<file path="config.mk">
export PLATFORM = sky130hd
export DESIGN_NAME = stove_cooking_event_detector_top_flat
export DESIGN_NICKNAME = d
export VERILOG_FILES = /design/src/rtl/scd_pkg.sv /design/src/rtl/scd_req_if.sv /design/src/rtl/scd_rsp_if.sv /design/src/rtl/scd_divider.sv /design/src/rtl/scd_datapath.sv /design/src/rtl/scd_ctrl.sv /design/src/rtl/stove_cooking_event_detector_top.sv /design/src/flat_wrapper.sv
export SDC_FILE = /design/constraint.sdc
export NUM_CORES = 2
export LEC_CHECK = 0
export BUFFER_PORTS_ARGS = -buffer_cell sky130_fd_sc_hd__buf_2
export CORE_UTILIZATION = 63
export CTS_CLUSTER_SIZE = 20
export DETAILED_ROUTE_END_ITERATION = 6
export PLACE_DENSITY_LB_ADDON = 0.05
export SLEW_MARGIN = 20
export SYNTH_ARGS = -nofsm -noshare
export SYNTH_HDL_FRONTEND = slang
export SYNTH_SLANG_ARGS = --single-unit
</file>
<file path="constraint.sdc">
create_clock -name clock -period 11.4 [get_ports clock]
set_input_delay 0.57 -clock clock [delete_from_list [all_inputs] [get_ports clock]]
set_output_delay 0.57 -clock clock [all_outputs]
set_load 0.1 [all_outputs]
</file>
<file path="src/rtl/scd_pkg.sv">
// ----------------------------------------------------------------------------
// scd_pkg
// Shared widths, reset values, codes and controller/datapath handshake types
// for the stove cooking event detector.
// ----------------------------------------------------------------------------
package scd_pkg;

   // Window depth and field widths
   localparam int WINDOW_DEPTH = 8;
   localparam int TEMP_W       = 12;
   localparam int GRAD_W       = 13;
   localparam int TIME_W       = 32;
   localparam int DUR_W        = 16;
   localparam int PCT_W        = 7;

   // Configuration port
   localparam int CSR_IDX_W    = 2;
   localparam int CSR_DATA_W   = 13;

   // Derived widths
   localparam int WIN_AW       = $clog2(WINDOW_DEPTH);
   localparam int FILL_W       = $clog2(WINDOW_DEPTH + 1);
   localparam int TSUM_W       = TEMP_W + FILL_W;
   localparam int GSUM_W       = GRAD_W + FILL_W;
   localparam int PROD_W       = TEMP_W + PCT_W + 1;
   localparam int DIV_W        = (GSUM_W > TSUM_W) ? GSUM_W : TSUM_W;
   localparam int DVS_W        = FILL_W;
   localparam int DIV_CNT_W    = $clog2(DIV_W + 1);

   // Stop temperature scaling: round(peak * percent / 100)
   localparam int PCT_SCALE    = 100;
   localparam int ROUND_HALF   = PCT_SCALE / 2;

   // Divide by 100 as a reciprocal multiply; exact for numerators below
   // 2^STOP_SHIFT / 68, well above the largest rounded product
   localparam int STOP_SHIFT   = 25;
   localparam int RECIP_W      = STOP_SHIFT - $clog2(PCT_SCALE) + 1;
   localparam int SCALE_W      = PROD_W + RECIP_W;
   localparam logic [RECIP_W-1:0] STOP_RECIP =
      RECIP_W'((2 ** STOP_SHIFT + PCT_SCALE - 1) / PCT_SCALE);

   // Register reset values
   localparam logic signed [TEMP_W-1:0] START_TEMP_RST = TEMP_W'(75);
   localparam logic signed [GRAD_W-1:0] START_GRAD_RST = GRAD_W'(10);
   localparam logic        [PCT_W-1:0]  STOP_PCT_RST   = PCT_W'(36);
   localparam logic signed [GRAD_W-1:0] STOP_GRAD_RST  = GRAD_W'(1);

   // Register indexes
   typedef enum logic [CSR_IDX_W-1:0] {
      CSR_START_TEMP = 2'd0,
      CSR_START_GRAD = 2'd1,
      CSR_STOP_PCT   = 2'd2,
      CSR_STOP_GRAD  = 2'd3
   } csr_index_type;

   // Divider operand selection
   typedef enum logic {
      DIV_SEL_TEMP,
      DIV_SEL_GRAD
   } div_sel_type;

   // Controller states
   typedef enum logic [3:0] {
      ST_IDLE,
      ST_SWEEP,
      ST_TDIV_GO,
      ST_TDIV_WAIT,
      ST_GDIV_GO,
      ST_GDIV_WAIT,
      ST_MULT,
      ST_SCALE,
      ST_COMMIT
   } scd_state_type;

   // Controller to datapath commands
   typedef struct packed {
      logic        load;
      logic        sweep;
      logic        div_start;
      div_sel_type div_sel;
      logic        mult;
      logic        scale;
      logic        commit;
   } scd_cmd_type;

   // Datapath to controller status
   typedef struct packed {
      logic sweep_done;
      logic div_done;
   } scd_status_type;

endpackage

</file>
<file path="src/rtl/scd_req_if.sv">
// ----------------------------------------------------------------------------
// scd_req_if
// Sample channel: one thermocouple reading with timestamp and clock flag.
// ----------------------------------------------------------------------------
interface scd_req_if import scd_pkg::*; ();

   logic                     valid;
   logic                     ready;
   logic signed [TEMP_W-1:0] sample_temp;
   logic        [TIME_W-1:0] now_time;
   logic                     clock_valid;

   modport source (output valid, sample_temp, now_time, clock_valid, input ready);
   modport sink   (input valid, sample_temp, now_time, clock_valid, output ready);

endinterface

</file>
<file path="src/rtl/scd_rsp_if.sv">
// ----------------------------------------------------------------------------
// scd_rsp_if
// Result channel: stove state, window averages and session end events.
// ----------------------------------------------------------------------------
interface scd_rsp_if import scd_pkg::*; ();

   logic                     valid;
   logic                     ready;
   logic                     cooking;
   logic                     detection_ran;
   logic signed [TEMP_W-1:0] avg_temp;
   logic signed [GRAD_W-1:0] avg_gradient;
   logic                     event_valid;
   logic        [TIME_W-1:0] event_start;
   logic        [DUR_W-1:0]  event_duration;
   logic signed [TEMP_W-1:0] event_peak;

   modport source (output valid, cooking, detection_ran, avg_temp, avg_gradient,
                   event_valid, event_start, event_duration, event_peak,
                   input ready);
   modport sink   (input valid, cooking, detection_ran, avg_temp, avg_gradient,
                   event_valid, event_start, event_duration, event_peak,
                   output ready);

endinterface

</file>
<file path="src/rtl/scd_divider.sv">
// ----------------------------------------------------------------------------
// scd_divider
// Unsigned restoring divider, one quotient bit per cycle.
// ----------------------------------------------------------------------------
module scd_divider import scd_pkg::*; (
   input  logic             clock,
   input  logic             reset,
   input  logic             start,
   input  logic [DIV_W-1:0] dividend,
   input  logic [DVS_W-1:0] divisor,
   output logic             done,
   output logic [DIV_W-1:0] quotient
);

   logic                 busy_ff, busy_in;
   logic [DIV_CNT_W-1:0] cnt_ff, cnt_in;
   logic [DIV_W-1:0]     acc_ff;
   logic [DVS_W-1:0]     rem_ff;
   logic [DVS_W-1:0]     dvs_ff;

   logic [DVS_W:0]       shifted;
   logic [DVS_W:0]       trial;
   logic                 fits;

   // Shift in the next dividend bit and try the subtract
   always_comb begin
      shifted = {rem_ff, acc_ff[DIV_W-1]};
      trial   = shifted - {1'b0, dvs_ff};
      fits    = (shifted >= {1'b0, dvs_ff});
   end

   assign done     = busy_ff && (cnt_ff == '0);
   assign quotient = acc_ff;

   // Step count and busy flag
   always_comb begin
      busy_in = busy_ff;
      cnt_in  = cnt_ff;
      if (start) begin
         busy_in = 1'b1;
         cnt_in  = DIV_CNT_W'(DIV_W);
      end else if (busy_ff) begin
         if (cnt_ff == '0) begin
            busy_in = 1'b0;
         end else begin
            cnt_in = cnt_ff - 1'b1;
         end
      end
   end

   always_ff @(posedge clock) begin
      if (reset) begin
         busy_ff <= 1'b0;
         cnt_ff  <= '0;
      end else begin
         busy_ff <= busy_in;
         cnt_ff  <= cnt_in;
      end
   end

   // Quotient bits shift in as dividend bits shift out
   always_ff @(posedge clock) begin
      if (start) begin
         acc_ff <= dividend;
         rem_ff <= '0;
         dvs_ff <= divisor;
      end else if (busy_ff && (cnt_ff != '0)) begin
         acc_ff <= {acc_ff[DIV_W-2:0], fits};
         rem_ff <= fits ? trial[DVS_W-1:0] : shifted[DVS_W-1:0];
      end
   end

endmodule

</file>
<file path="src/rtl/scd_datapath.sv">
// ----------------------------------------------------------------------------
// scd_datapath
// Sample and gradient windows, window sums, shared divider, stop temperature,
// session state and the result register.
// ----------------------------------------------------------------------------
module scd_datapath import scd_pkg::*; (
   input  logic                     clock,
   input  logic                     reset,
   input  scd_cmd_type              cmd,
   output scd_status_type           status,
   input  logic signed [TEMP_W-1:0] sample_temp,
   input  logic        [TIME_W-1:0] now_time,
   input  logic                     clock_valid,
   input  logic                     csr_we,
   input  logic [CSR_IDX_W-1:0]     csr_index,
   input  logic [CSR_DATA_W-1:0]    csr_wdata,
   output logic                     rsp_cooking,
   output logic                     rsp_detection_ran,
   output logic signed [TEMP_W-1:0] rsp_avg_temp,
   output logic signed [GRAD_W-1:0] rsp_avg_gradient,
   output logic                     rsp_event_valid,
   output logic        [TIME_W-1:0] rsp_event_start,
   output logic        [DUR_W-1:0]  rsp_event_duration,
   output logic signed [TEMP_W-1:0] rsp_event_peak
);

   // Configuration
   logic signed [TEMP_W-1:0] start_temp_ff;
   logic signed [GRAD_W-1:0] start_grad_ff;
   logic        [PCT_W-1:0]  stop_pct_ff;
   logic signed [GRAD_W-1:0] stop_grad_ff;

   // Windows
   logic signed [TEMP_W-1:0] temp_mem [WINDOW_DEPTH];
   logic signed [GRAD_W-1:0] grad_mem [WINDOW_DEPTH];
   logic [WIN_AW-1:0]        temp_head_ff, grad_head_ff;
   logic [FILL_W-1:0]        temp_fill_ff, grad_fill_ff;
   logic signed [TEMP_W-1:0] last_temp_ff;
   logic signed [GRAD_W-1:0] diff;

   // Current sample
   logic [TIME_W-1:0]        now_ff;
   logic                     clk_ok_ff;

   // Sum sweep
   logic [FILL_W-1:0]        idx_ff;
   logic                     pend_t_ff, pend_g_ff;
   logic signed [TEMP_W-1:0] trd_ff;
   logic signed [GRAD_W-1:0] grd_ff;
   logic signed [TSUM_W-1:0] tsum_ff;
   logic signed [GSUM_W-1:0] gsum_ff;

   // Averages and stop temperature
   logic signed [TEMP_W-1:0] avg_t_ff;
   logic signed [GRAD_W-1:0] avg_g_ff;
   logic signed [PROD_W-1:0] prod_ff;
   logic signed [GRAD_W-1:0] stop_t_ff;

   // Session state
   logic                     cooking_ff;
   logic signed [TEMP_W-1:0] peak_ff;
   logic [TIME_W-1:0]        sess_start_ff;

   // Divider connections
   logic [TSUM_W-1:0]        tsum_mag;
   logic [GSUM_W-1:0]        gsum_mag;
   logic [DIV_W-1:0]         div_dividend;
   logic [DVS_W-1:0]         div_divisor;
   logic                     div_done;
   logic [DIV_W-1:0]         div_q;
   logic [DIV_W-1:0]         div_q_neg;

   // Stop temperature scaling
   logic [PROD_W-1:0]        prod_mag;
   logic [PROD_W-1:0]        stop_num;
   logic [SCALE_W-1:0]       stop_scaled;
   logic [GRAD_W-1:0]        stop_q;

   // Decision
   logic signed [TEMP_W-1:0] peak_cand;
   logic                     ran;
   logic                     go_start;
   logic                     go_stop;
   logic [TIME_W-1:0]        elapsed;
   logic [DUR_W-1:0]         duration;

   // Write configuration registers
   always_ff @(posedge clock) begin
      if (reset) begin
         start_temp_ff <= START_TEMP_RST;
         start_grad_ff <= START_GRAD_RST;
         stop_pct_ff   <= STOP_PCT_RST;
         stop_grad_ff  <= STOP_GRAD_RST;
      end else if (csr_we) begin
         unique case (csr_index_type'(csr_index))
            CSR_START_TEMP: start_temp_ff <= csr_wdata[TEMP_W-1:0];
            CSR_START_GRAD: start_grad_ff <= csr_wdata[GRAD_W-1:0];
            CSR_STOP_PCT:   stop_pct_ff   <= csr_wdata[PCT_W-1:0];
            CSR_STOP_GRAD:  stop_grad_ff  <= csr_wdata[GRAD_W-1:0];
            default: ;
         endcase
      end
   end

   assign diff = GRAD_W'(sample_temp) - GRAD_W'(last_temp_ff);

   // Window memories: write the new entries, read one entry per sweep cycle
   always_ff @(posedge clock) begin
      if (cmd.load) begin
         temp_mem[temp_head_ff] <= sample_temp;
         if (temp_fill_ff != '0) begin
            grad_mem[grad_head_ff] <= diff;
         end
      end
      if (cmd.sweep) begin
         trd_ff <= temp_mem[idx_ff[WIN_AW-1:0]];
         grd_ff <= grad_mem[idx_ff[WIN_AW-1:0]];
      end
   end

   assign status.sweep_done = cmd.sweep && (idx_ff == temp_fill_ff);
   assign status.div_done   = div_done;

   // Window pointers, fill counts and sweep control
   always_ff @(posedge clock) begin
      if (reset) begin
         temp_head_ff <= '0;
         temp_fill_ff <= '0;
         grad_head_ff <= '0;
         grad_fill_ff <= '0;
         idx_ff       <= '0;
         pend_t_ff    <= 1'b0;
         pend_g_ff    <= 1'b0;
      end else if (cmd.load) begin
         temp_head_ff <= (temp_head_ff == WIN_AW'(WINDOW_DEPTH - 1)) ? '0
                                                                    : temp_head_ff + 1'b1;
         if (temp_fill_ff != FILL_W'(WINDOW_DEPTH)) begin
            temp_fill_ff <= temp_fill_ff + 1'b1;
         end
         if (temp_fill_ff != '0) begin
            grad_head_ff <= (grad_head_ff == WIN_AW'(WINDOW_DEPTH - 1)) ? '0
                                                                       : grad_head_ff + 1'b1;
            if (grad_fill_ff != FILL_W'(WINDOW_DEPTH)) begin
               grad_fill_ff <= grad_fill_ff + 1'b1;
            end
         end
         idx_ff    <= '0;
         pend_t_ff <= 1'b0;
         pend_g_ff <= 1'b0;
      end else if (cmd.sweep && (idx_ff < temp_fill_ff)) begin
         idx_ff    <= idx_ff + 1'b1;
         pend_t_ff <= 1'b1;
         pend_g_ff <= (idx_ff < grad_fill_ff);
      end else begin
         pend_t_ff <= 1'b0;
         pend_g_ff <= 1'b0;
      end
   end

   // Capture the sample and accumulate window sums
   always_ff @(posedge clock) begin
      if (cmd.load) begin
         last_temp_ff <= sample_temp;
         now_ff       <= now_time;
         clk_ok_ff    <= clock_valid;
         tsum_ff      <= '0;
         gsum_ff      <= '0;
      end else begin
         if (pend_t_ff) begin
            tsum_ff <= tsum_ff + TSUM_W'(trd_ff);
         end
         if (pend_g_ff) begin
            gsum_ff <= gsum_ff + GSUM_W'(grd_ff);
         end
      end
   end

   // Select divider operands: magnitudes, sign restored on capture
   always_comb begin
      tsum_mag = tsum_ff[TSUM_W-1] ? TSUM_W'(-tsum_ff) : TSUM_W'(tsum_ff);
      gsum_mag = gsum_ff[GSUM_W-1] ? GSUM_W'(-gsum_ff) : GSUM_W'(gsum_ff);
      case (cmd.div_sel)
         DIV_SEL_TEMP: begin
            div_dividend = DIV_W'(tsum_mag);
            div_divisor  = DVS_W'(temp_fill_ff);
         end
         default: begin
            div_dividend = DIV_W'(gsum_mag);
            div_divisor  = DVS_W'(grad_fill_ff);
         end
      endcase
   end

   scd_divider u_divider (
      .clock    (clock),
      .reset    (reset),
      .start    (cmd.div_start),
      .dividend (div_dividend),
      .divisor  (div_divisor),
      .done     (div_done),
      .quotient (div_q)
   );

   assign div_q_neg = ~div_q + 1'b1;

   // Round the product magnitude and divide by 100 (20 x 19 bit multiply)
   always_comb begin
      prod_mag    = prod_ff[PROD_W-1] ? PROD_W'(-prod_ff) : PROD_W'(prod_ff);
      stop_num    = prod_mag + PROD_W'(ROUND_HALF);
      stop_scaled = SCALE_W'(stop_num) * SCALE_W'(STOP_RECIP);
      stop_q      = stop_scaled[STOP_SHIFT +: GRAD_W];
   end

   // Peak raised by the current average while cooking
   assign peak_cand = (cooking_ff && (avg_t_ff > peak_ff)) ? avg_t_ff : peak_ff;

   // Capture quotients, form the percent product and the stop temperature
   always_ff @(posedge clock) begin
      if (div_done) begin
         case (cmd.div_sel)
            DIV_SEL_TEMP: begin
               avg_t_ff <= tsum_ff[TSUM_W-1] ? div_q_neg[TEMP_W-1:0] : div_q[TEMP_W-1:0];
            end
            DIV_SEL_GRAD: begin
               if (grad_fill_ff == '0) begin
                  avg_g_ff <= '0;
               end else begin
                  avg_g_ff <= gsum_ff[GSUM_W-1] ? div_q_neg[GRAD_W-1:0]
                                                : div_q[GRAD_W-1:0];
               end
            end
            default: ;
         endcase
      end
      if (cmd.mult) begin
         prod_ff <= PROD_W'(peak_cand) * PROD_W'($signed({1'b0, stop_pct_ff}));
      end
      if (cmd.scale) begin
         stop_t_ff <= prod_ff[PROD_W-1] ? -stop_q : stop_q;
      end
   end

   // Start and stop decisions
   always_comb begin
      ran      = clk_ok_ff && (temp_fill_ff == FILL_W'(WINDOW_DEPTH));
      go_start = ran && !cooking_ff && (avg_t_ff > start_temp_ff)
                 && (avg_g_ff > start_grad_ff);
      go_stop  = ran && cooking_ff && (GRAD_W'(avg_t_ff) < stop_t_ff)
                 && (avg_g_ff < stop_grad_ff);
      elapsed  = now_ff - sess_start_ff;
      if (now_ff == '0) begin
         duration = '0;
      end else if (elapsed[TIME_W-1:DUR_W] != '0) begin
         duration = '1;
      end else begin
         duration = elapsed[DUR_W-1:0];
      end
   end

   // Update session state
   always_ff @(posedge clock) begin
      if (reset) begin
         cooking_ff    <= 1'b0;
         peak_ff       <= '0;
         sess_start_ff <= '0;
      end else if (cmd.commit) begin
         if (go_start) begin
            cooking_ff    <= 1'b1;
            peak_ff       <= avg_t_ff;
            sess_start_ff <= now_ff;
         end else begin
            if (ran && cooking_ff) begin
               peak_ff <= peak_cand;
            end
            if (go_stop) begin
               cooking_ff <= 1'b0;
            end
         end
      end
   end

   // Load the result register
   always_ff @(posedge clock) begin
      if (cmd.commit) begin
         rsp_cooking        <= go_start || (cooking_ff && !go_stop);
         rsp_detection_ran  <= ran;
         rsp_avg_temp       <= avg_t_ff;
         rsp_avg_gradient   <= avg_g_ff;
         rsp_event_valid    <= go_stop;
         rsp_event_start    <= go_stop ? sess_start_ff : '0;
         rsp_event_duration <= go_stop ? duration : '0;
         rsp_event_peak     <= go_stop ? peak_cand : '0;
      end
   end

endmodule

</file>
<file path="src/rtl/scd_ctrl.sv">
// ----------------------------------------------------------------------------
// scd_ctrl
// Sequencer: accepts a sample, steps the datapath through sweep, divides and
// multiplies, then commits the result when the output register is free.
// ----------------------------------------------------------------------------
module scd_ctrl import scd_pkg::*; (
   input  logic           clock,
   input  logic           reset,
   input  logic           req_valid,
   output logic           req_ready,
   output logic           rsp_valid,
   input  logic           rsp_ready,
   output scd_cmd_type    cmd,
   input  scd_status_type status
);

   scd_state_type state_ff, state_in;
   logic          rsp_valid_ff, rsp_valid_in;
   logic          out_free;

   assign out_free  = !rsp_valid_ff || rsp_ready;
   assign rsp_valid = rsp_valid_ff;

   // Next state and commands
   always_comb begin
      state_in    = state_ff;
      cmd         = '0;
      cmd.div_sel = DIV_SEL_TEMP;
      req_ready   = 1'b0;
      unique case (state_ff)
         ST_IDLE: begin
            req_ready = 1'b1;
            if (req_valid) begin
               cmd.load = 1'b1;
               state_in = ST_SWEEP;
            end
         end
         ST_SWEEP: begin
            cmd.sweep = 1'b1;
            if (status.sweep_done) begin
               state_in = ST_TDIV_GO;
            end
         end
         ST_TDIV_GO: begin
            cmd.div_start = 1'b1;
            state_in      = ST_TDIV_WAIT;
         end
         ST_TDIV_WAIT: begin
            if (status.div_done) begin
               state_in = ST_GDIV_GO;
            end
         end
         ST_GDIV_GO: begin
            cmd.div_start = 1'b1;
            cmd.div_sel   = DIV_SEL_GRAD;
            state_in      = ST_GDIV_WAIT;
         end
         ST_GDIV_WAIT: begin
            cmd.div_sel = DIV_SEL_GRAD;
            if (status.div_done) begin
               state_in = ST_MULT;
            end
         end
         ST_MULT: begin
            cmd.mult = 1'b1;
            state_in = ST_SCALE;
         end
         ST_SCALE: begin
            cmd.scale = 1'b1;
            state_in  = ST_COMMIT;
         end
         ST_COMMIT: begin
            if (out_free) begin
               cmd.commit = 1'b1;
               state_in   = ST_IDLE;
            end
         end
         default: begin
            state_in = ST_IDLE;
         end
      endcase

      // Hold the result until transfer, reload on commit
      if (cmd.commit) begin
         rsp_valid_in = 1'b1;
      end else if (rsp_ready) begin
         rsp_valid_in = 1'b0;
      end else begin
         rsp_valid_in = rsp_valid_ff;
      end
   end

   always_ff @(posedge clock) begin
      if (reset) begin
         state_ff     <= ST_IDLE;
         rsp_valid_ff <= 1'b0;
      end else begin
         state_ff     <= state_in;
         rsp_valid_ff <= rsp_valid_in;
      end
   end

endmodule

</file>
<file path="src/rtl/stove_cooking_event_detector_top.sv">
// ----------------------------------------------------------------------------
// stove_cooking_event_detector_top
// Detects cooking sessions from periodic thermocouple samples and reports
// session start, duration and peak temperature when a session ends.
// ----------------------------------------------------------------------------
// Each sample transfer yields exactly one result. From its transfer to its
// result being loaded, a sample goes through a sweep over the window
// memories that reads one entry per cycle, then one shared 17-step restoring
// divider forms the average temperature and the average gradient in turn,
// and the rounded stop temperature is formed by a percent multiply and a
// reciprocal multiply for the divide by 100, before the commit. The next
// sample can be taken once the result is loaded, while that result waits in
// the output register; a sample is not taken while the previous one is in
// work, and a result still waiting at commit time holds the block until it
// transfers. Configuration writes take effect at once and belong between
// samples.
module stove_cooking_event_detector_top import scd_pkg::*; (
   input  logic                  clock,
   input  logic                  reset,
   scd_req_if.sink               req_ch,
   scd_rsp_if.source             rsp_ch,
   input  logic                  csr_we,
   input  logic [CSR_IDX_W-1:0]  csr_index,
   input  logic [CSR_DATA_W-1:0] csr_wdata
);

   scd_cmd_type    cmd;
   scd_status_type status;

   scd_ctrl u_ctrl (
      .clock     (clock),
      .reset     (reset),
      .req_valid (req_ch.valid),
      .req_ready (req_ch.ready),
      .rsp_valid (rsp_ch.valid),
      .rsp_ready (rsp_ch.ready),
      .cmd       (cmd),
      .status    (status)
   );

   scd_datapath u_datapath (
      .clock              (clock),
      .reset              (reset),
      .cmd                (cmd),
      .status             (status),
      .sample_temp        (req_ch.sample_temp),
      .now_time           (req_ch.now_time),
      .clock_valid        (req_ch.clock_valid),
      .csr_we             (csr_we),
      .csr_index          (csr_index),
      .csr_wdata          (csr_wdata),
      .rsp_cooking        (rsp_ch.cooking),
      .rsp_detection_ran  (rsp_ch.detection_ran),
      .rsp_avg_temp       (rsp_ch.avg_temp),
      .rsp_avg_gradient   (rsp_ch.avg_gradient),
      .rsp_event_valid    (rsp_ch.event_valid),
      .rsp_event_start    (rsp_ch.event_start),
      .rsp_event_duration (rsp_ch.event_duration),
      .rsp_event_peak     (rsp_ch.event_peak)
   );

endmodule

</file>
<file path="src/flat_wrapper.sv">
// flat-port wrapper written by rule: the top's interface ports become plain ports
module stove_cooking_event_detector_top_flat import scd_pkg::*;
  (clock, reset, csr_we, csr_index, csr_wdata, req_ch_valid, req_ch_sample_temp, req_ch_now_time, req_ch_clock_valid, req_ch_ready, rsp_ch_valid, rsp_ch_cooking, rsp_ch_detection_ran, rsp_ch_avg_temp, rsp_ch_avg_gradient, rsp_ch_event_valid, rsp_ch_event_start, rsp_ch_event_duration, rsp_ch_event_peak, rsp_ch_ready);
  scd_req_if req_ch_i ();
  scd_rsp_if rsp_ch_i ();
  input  logic clock;
  input  logic reset;
  input  logic csr_we;
  input  logic [CSR_IDX_W-1:0] csr_index;
  input  logic [CSR_DATA_W-1:0] csr_wdata;
  input wire logic [$bits(req_ch_i.valid)-1:0] req_ch_valid;
  input wire logic [$bits(req_ch_i.sample_temp)-1:0] req_ch_sample_temp;
  input wire logic [$bits(req_ch_i.now_time)-1:0] req_ch_now_time;
  input wire logic [$bits(req_ch_i.clock_valid)-1:0] req_ch_clock_valid;
  output wire logic [$bits(req_ch_i.ready)-1:0] req_ch_ready;
  output wire logic [$bits(rsp_ch_i.valid)-1:0] rsp_ch_valid;
  output wire logic [$bits(rsp_ch_i.cooking)-1:0] rsp_ch_cooking;
  output wire logic [$bits(rsp_ch_i.detection_ran)-1:0] rsp_ch_detection_ran;
  output wire logic [$bits(rsp_ch_i.avg_temp)-1:0] rsp_ch_avg_temp;
  output wire logic [$bits(rsp_ch_i.avg_gradient)-1:0] rsp_ch_avg_gradient;
  output wire logic [$bits(rsp_ch_i.event_valid)-1:0] rsp_ch_event_valid;
  output wire logic [$bits(rsp_ch_i.event_start)-1:0] rsp_ch_event_start;
  output wire logic [$bits(rsp_ch_i.event_duration)-1:0] rsp_ch_event_duration;
  output wire logic [$bits(rsp_ch_i.event_peak)-1:0] rsp_ch_event_peak;
  input wire logic [$bits(rsp_ch_i.ready)-1:0] rsp_ch_ready;
  assign req_ch_i.valid = req_ch_valid;
  assign req_ch_i.sample_temp = req_ch_sample_temp;
  assign req_ch_i.now_time = req_ch_now_time;
  assign req_ch_i.clock_valid = req_ch_clock_valid;
  assign req_ch_ready = req_ch_i.ready;
  assign rsp_ch_valid = rsp_ch_i.valid;
  assign rsp_ch_cooking = rsp_ch_i.cooking;
  assign rsp_ch_detection_ran = rsp_ch_i.detection_ran;
  assign rsp_ch_avg_temp = rsp_ch_i.avg_temp;
  assign rsp_ch_avg_gradient = rsp_ch_i.avg_gradient;
  assign rsp_ch_event_valid = rsp_ch_i.event_valid;
  assign rsp_ch_event_start = rsp_ch_i.event_start;
  assign rsp_ch_event_duration = rsp_ch_i.event_duration;
  assign rsp_ch_event_peak = rsp_ch_i.event_peak;
  assign rsp_ch_i.ready = rsp_ch_ready;
  stove_cooking_event_detector_top u_core (.clock(clock), .reset(reset), .req_ch(req_ch_i), .rsp_ch(rsp_ch_i), .csr_we(csr_we), .csr_index(csr_index), .csr_wdata(csr_wdata));
endmodule
</file>
**Yosys cells after proc, flatten, opt, wreduce, memory -nomap -nowiden**

Memory sizes are Yosys's and may differ from the RTL's. A register that Yosys moved wholly into a read port is not among the register bits.
Cells that the tools add are included.

- Register bits: 370
- Memory bits (writable): 200
- Bits of input ports: 65
- Output and inout bits: 90
- Word-level logic and storage cells: 197
- Memories kept: 2

Memory list:

| name | depth | width | read ports | clocked after memory_dff | write ports | line | text |
|---|---|---|---|---|---|---|---|
| u_core.u_datapath.grad_mem | 8 | 13 | 1 | 1 | 1 | scd_datapath.sv:35 | `logic signed [GRAD_W-1:0] grad_mem [WINDOW_DEPTH];` |
| u_core.u_datapath.temp_mem | 8 | 12 | 1 | 1 | 1 | scd_datapath.sv:34 | `logic signed [TEMP_W-1:0] temp_mem [WINDOW_DEPTH];` |

- $add $sub $neg: 17
- Multiply operators: 2
- $lt $le $gt $ge: 8
- Equality and inequality tests: 23
- Mux-type cells: 49
- Bitwise logic cells: 5
- Reduce and logical (&&, ||, !) cells: 52

Operators with widths:

| cell | number |
|---|---|
| 2-to-1 mux 17 bit | 4 |
| 2-to-1 mux 12 bit | 4 |
| multiplier 20 x 19 -> 38 bit (second input constant) | 1 |
| case mux 4 bit (9 select lines) | 1 |
| zero test 32 bit | 1 |
| 2-to-1 mux 16 bit | 2 |
| subtractor 32 bit | 1 |
| 2-to-1 mux 4 bit | 7 |
| 2-to-1 mux 13 bit | 2 |
| AND reduction 2 bit | 13 |
| greater-than comparator 12 bit | 2 |
| 2-to-1 mux 1 bit | 23 |
| adder 20 x 6 -> 20 bit (second input constant) | 1 |
| multiplier 12 x 8 -> 20 bit | 1 |
| 2-to-1 mux 20 bit | 1 |
| negator 20 bit | 1 |
| adder 17 x 13 -> 17 bit | 1 |
| negator 17 bit | 1 |
| adder 16 x 12 -> 16 bit | 1 |
| == test 4 x 3 -> 1 bit (second input constant) | 4 |
| negator 16 bit | 1 |
| nonzero test 16 bit | 1 |
| 2-to-1 mux 5 bit | 3 |
| adder 13 x 1 -> 13 bit (second input constant) | 1 |
| other kinds (37) | 78 |

**Longest topological paths before layout**

- Word-level depth: 8
- Mapped depth: 39
- Depth with buffers taken out: 37

**By module**

From an unflattened synthesis, not the netlist that was laid out.

- Cell total of the unflattened synthesis: 3656
- Area, all modules: 40052.2 µm²

By module, submodules not included:

| module | times used | cells each | area each (µm²) |
|---|---|---|---|
| scd_datapath | 1 | 3500 | 38256.7 |
| scd_divider | 1 | 114 | 1445.1 |
| scd_ctrl | 1 | 42 | 350.3 |

**Worst setup path after synthesis**

OpenSTA, ideal clock, no wires.

- Path type: flip-flop to flip-flop
- Start: reg u_core.u_datapath.prod_ff[0]
- End: reg u_core.u_datapath.stop_t_ff[12] (data pin)
- Setup time: 268 ps
- Arrival time: 9301 ps
- Path slack: 1832 ps
- Stages on the path, launching flop included: 37
- Period minus slack after synthesis: 9568 ps
- Path through: edfxtp_1 > inv_1 > ha_1 > or4b_1 > clkbuf_1 > o41ai_1 > xor2_1 > nor4_1 > nand2b_1 > nor2_1 > and2_1 > and3b_1 > nor2b_1 > o22a_1 > xor2_1 > ha_1 > fa_1 > inv_1 > fa_1 > inv_1 > fa_1 > fa_1 > inv_1 > fa_1 > inv_1 > ha_1 > a211oi_2 > o21ai_1 > a211o_1 > o21ba_1 > or3_4 > a2111oi_4 > nand2_1 > o21bai_1 > or3_4 > o41a_1 > xnor3_1

- Word-level cells in the longest chain between the ends: 6

RTL lines:

| item | line | text |
|---|---|---|
| from (decl) | scd_datapath.sv:56 | `logic signed [PROD_W-1:0] prod_ff;` |
| from (signal assigned) | scd_datapath.sv:236 | `prod_ff <= PROD_W'(peak_cand) * PROD_W'($signed({1'b0, stop_pct_ff}));` |
| negator 20 bit | scd_datapath.sv:208 | `prod_mag = prod_ff[PROD_W-1] ? PROD_W'(-prod_ff) : PROD_W'(prod_ff);` |
| 2-to-1 mux 20 bit * | scd_datapath.sv:208 |  |
| adder 20 x 6 -> 20 bit * | scd_datapath.sv:209 | `stop_num = prod_mag + PROD_W'(ROUND_HALF);` |
| multiplier 20 x 19 -> 38 bit * | scd_datapath.sv:210 | `stop_scaled = SCALE_W'(stop_num) * SCALE_W'(STOP_RECIP);` |
| negator 13 bit | scd_datapath.sv:239 | `stop_t_ff <= prod_ff[PROD_W-1] ? -stop_q : stop_q;` |
| 2-to-1 mux 13 bit * | scd_datapath.sv:239 |  |
| to (signal assigned) | scd_datapath.sv:239 |  |
| to (decl) | scd_datapath.sv:57 | `logic signed [GRAD_W-1:0] stop_t_ff;` |

Mark *: on every way between the ends. The rest lies on a longest branch, timed or not.
A chain may end at the register's enable or synchronous reset.

**Worst setup path after layout**

Same ends and word-level chain as after synthesis.

==> impl_metrics.yaml <==
clock_network:
  cts_setup_buffers: 0
  clkLatencyLatePin_ns: 0.64
  cts.clk_slew.worst_paths_ns: 0.07
  h-tree-depth: 2
  cts_buffer_depth: 3
  cts_root_buf: "clkbuf_16"
  post_cts_resized: 0
  postCtsHoldBufs: 0
  cts_sinks: 595
  cts_buffers: 60
  cts_tree: "done"
yosys:
  synth_top_area_cell: "edfxtp_1"
  ys.flop_type: "edfxtp_1"
  synthMuxAreaShare_pct: 5.611
  synth_top_family_by_area: "adder cells"
  synth_area_mm2: 0.03958
  yosys_warnings: 0
  syn_nets: 4299
  synth_cells: 3632
  synthAdderAreaFrac_pct: 23.07
  synth_compound_area_share_pct: 8.380
  synth_top_area_share_pct: 33.15
  synth_common_cells: "inv_1, edfxtp_1, ha_1"
  ys_types: 90
  async_flop_share_pct: 0
  synth_most_common_cell: "inv_1"
  synth_edf_count: 437
  seq_area_frac_synth_pct: 41.14
  synth_xor_area_share_pct: 4.150
  ys_seq_elements: 595
  yosys.area_share.simple_pct: 11.34
  synth_area_leaders: "edfxtp_1, ha_1, fa_1, dfxtp_1, inv_1"
  avgSynthCellArea_um2: 10.90
critical_path:
  path_max_fanout: 10
  arrival_ns: 11.08
  start_kind: "flop"
  critPathMaxStageDelay_ns: 0.60
  critPathRequiredTime_ns: 11.76
  r2r_cells: 35
  end_kind: "flop"
  slowest_stage: "or4b_1"
  crit_cells: 35
  critPathTopFamily: "adder cells"
  critPathBufInv: 5
  path_class: "reg -> reg"
drt:
  routed_wl_um: 89900
  via_per_inst: 5.725
  ant_nets: 0
  first_pass_iters: 5
  route.detailed.drc: 0
  vias: 26740
  wl_per_cell_um: 19.25
  drt_iter0_markers: 1738
placement:
  port_buffers: 154
  dp_hpwl_um: 67410
  place_inst: 4557
  dp_slack_ns: 0.7935
  gp_congestion: 0.9703
global_routing:
  grt_pass1_vias: 27520
  grtUsageTotal_pct: 28.48
  overflow: 0
  grt_use_met3_pct: 3.965
  grtUsageMet2_pct: 50.46
  grt_pass1_wl_um: 142300
  grt_max_degree: 101
  antenna_found_initial: 0
  top_usage_layer: "met2"
  grt_use_met1_pct: 35.72
cells_and_area:
  drive_gt1_share_pct: 10.82
  n_antenna_cell: 0
  fill_cells: 4608
  finalNetCount: 4449
  syn_to_final_growth_pct: 9.938
  fin_cells: 4671
power:
  leakagePower_nw: 18.26
  clockPowerShare_pct: 24.0
  power_density_mw_per_mm2: 203.8
  seqPwrFrac_pct: 32.7
  peakVddDrop_uv: 201.0
  p_switching_mw: 3.362
  p_total_mw: 8.871
  swShare_pct: 37.90
  intPower_mw: 5.508
  pwr-share-comb_pct: 43.3
timing:
  maxSlewViolCount: 0
  fin_setup_tns_ns: 0
  clock_skew_ns: 0.03889
  grt_setup_unrepaired: "false"
  fmax_mhz: 93.30
  tightestPinTransition_ns: 1.133
  worst_slack_ns: 0.6823
  setup_viol: 0
  period_share_pct: 94.02
  hold_viol: 0
  max_slew_margin_pct: 24.46
  fin_crit_ns: 10.72
floorplanning:
  coreArea_mm2: 0.06194
  die_h_um: 252.7
  rows: 91
  start_util_pct: 63.91
  die_area_mm2: 0.06384
  die_w_um: 252.7
  io_pins: 155
flow_run:
  maxCapViolations: 0
outcome:
  outcome: "finished, final reports clean"
worst_hold_path:
  hold-path-cell-count: 1
  hold_path_class: "in -> reg"
## power groups by stage
stage	logic (mW)	clock network, mW	registers (mW)
after floorplan	2.85	0	2.85
after global placement	3.68	0	2.93
after detailed placement	3.81	0	2.94
after CTS	3.85	2.16	2.90
after global routing	4.31	2.24	2.92
final	3.84	2.13	2.90
## area by class of cell
class                           instances  area [um2]  area share, %
Clock buffer                           81        1714          3.939
Clock inverter                         33       452.9          1.041
Inverter                              560        2105          4.836
Multi-Input combinational cell       2374       20860          47.93
Sequential cell                       595       16290          37.44
Tap cell                              837        1047          2.407
Timing Repair Buffer                  191        1051          2.415
## path summary, 6_finish.rpt
kind | from | end | slack [ns]
setup / recovery | u_core.u_datapath.prod_ff[0] | u_core.u_datapath.stop_t_ff[12] | 0.68
hold / removal | req_ch_now_time[26] | u_core.u_datapath.now_ff[26] | 0.12
setup reg to reg | u_core.u_datapath.prod_ff[0] | u_core.u_datapath.stop_t_ff[12] | 0.68
hold reg to reg | u_core.u_datapath.start_temp_ff[10] | u_core.u_datapath.start_temp_ff[10] | 0.46
## metal layers
layer / routed length [um] / vias to the layer above
li1: - / 12710
met1: 36780 / 13180
met2: 46280 / 691
met3: 3998 / 159
met4: 2837 / 0
met5: 0 / -
## registers in the layout (all words and copies together) (netlist names), 13 cells and up
name                                  cells
u_core.u_datapath.start_grad_ff          13
u_core.u_datapath.rsp_avg_gradient       13
u_core.u_datapath.tsum_ff                16
u_core.u_datapath.now_ff                 32
u_core.u_datapath.sess_start_ff          32
u_core.u_datapath.rsp_event_start        32
u_core.u_datapath.stop_grad_ff           13
u_core.u_datapath.grad_mem              104
u_core.u_datapath.prod_ff                20
u_core.u_datapath.avg_g_ff               13
u_core.u_datapath.rsp_event_duration     16
u_core.u_datapath.stop_t_ff              13
u_core.u_datapath.u_divider.quotient     17
u_core.u_datapath.gsum_ff                17
u_core.u_datapath.grd_ff                 13
u_core.u_datapath.temp_mem               96
## cell usage in the layout, fill, tap and decap left out, types with 27 or more instances in the layout
master and count:
nor2_1 217, buf_4 38, fa_1 213, mux2_2 27, edfxtp_1 437, clkbuf_16 63
nor3_1 47, nor2b_1 101, dfxtp_1 156, xor2_1 64, nand3_1 35, buf_2 153
inv_1 556, a21o_1 32, a21oi_1 178, xnor2_1 121, o21ai_0 125, nand2b_1 60
ha_1 389, mux4_2 50, nand2_1 265, mux2i_1 76, and2_1 46
## per-stage QoR
| step | instance area (um2) | utilization [%] | hold slack, ns |
|---|---|---|---|
| floorplan | 39580 | - | 0.4264 |
| global placement | 41330 | 66.73 | 0.4417 |
| detailed placement | 41340 | 66.74 | 0.4482 |
| CTS | 43510 | 70.24 | 0.08658 |
| global route | 43520 | 70.26 | 0.08409 |
| finish | 43520 | 70.26 | 0.1162 |
## cells by family after synthesis
logic type,count (synthesis)
xor gates and xnor gates,186
buffers and inverters,663
muxes,156
DFF,595
AOI/OAI and AO/OA,520
and+or+nand+nor,910
adders and majority gates,602
Note: power is estimated with default switching activity, not from simulation.
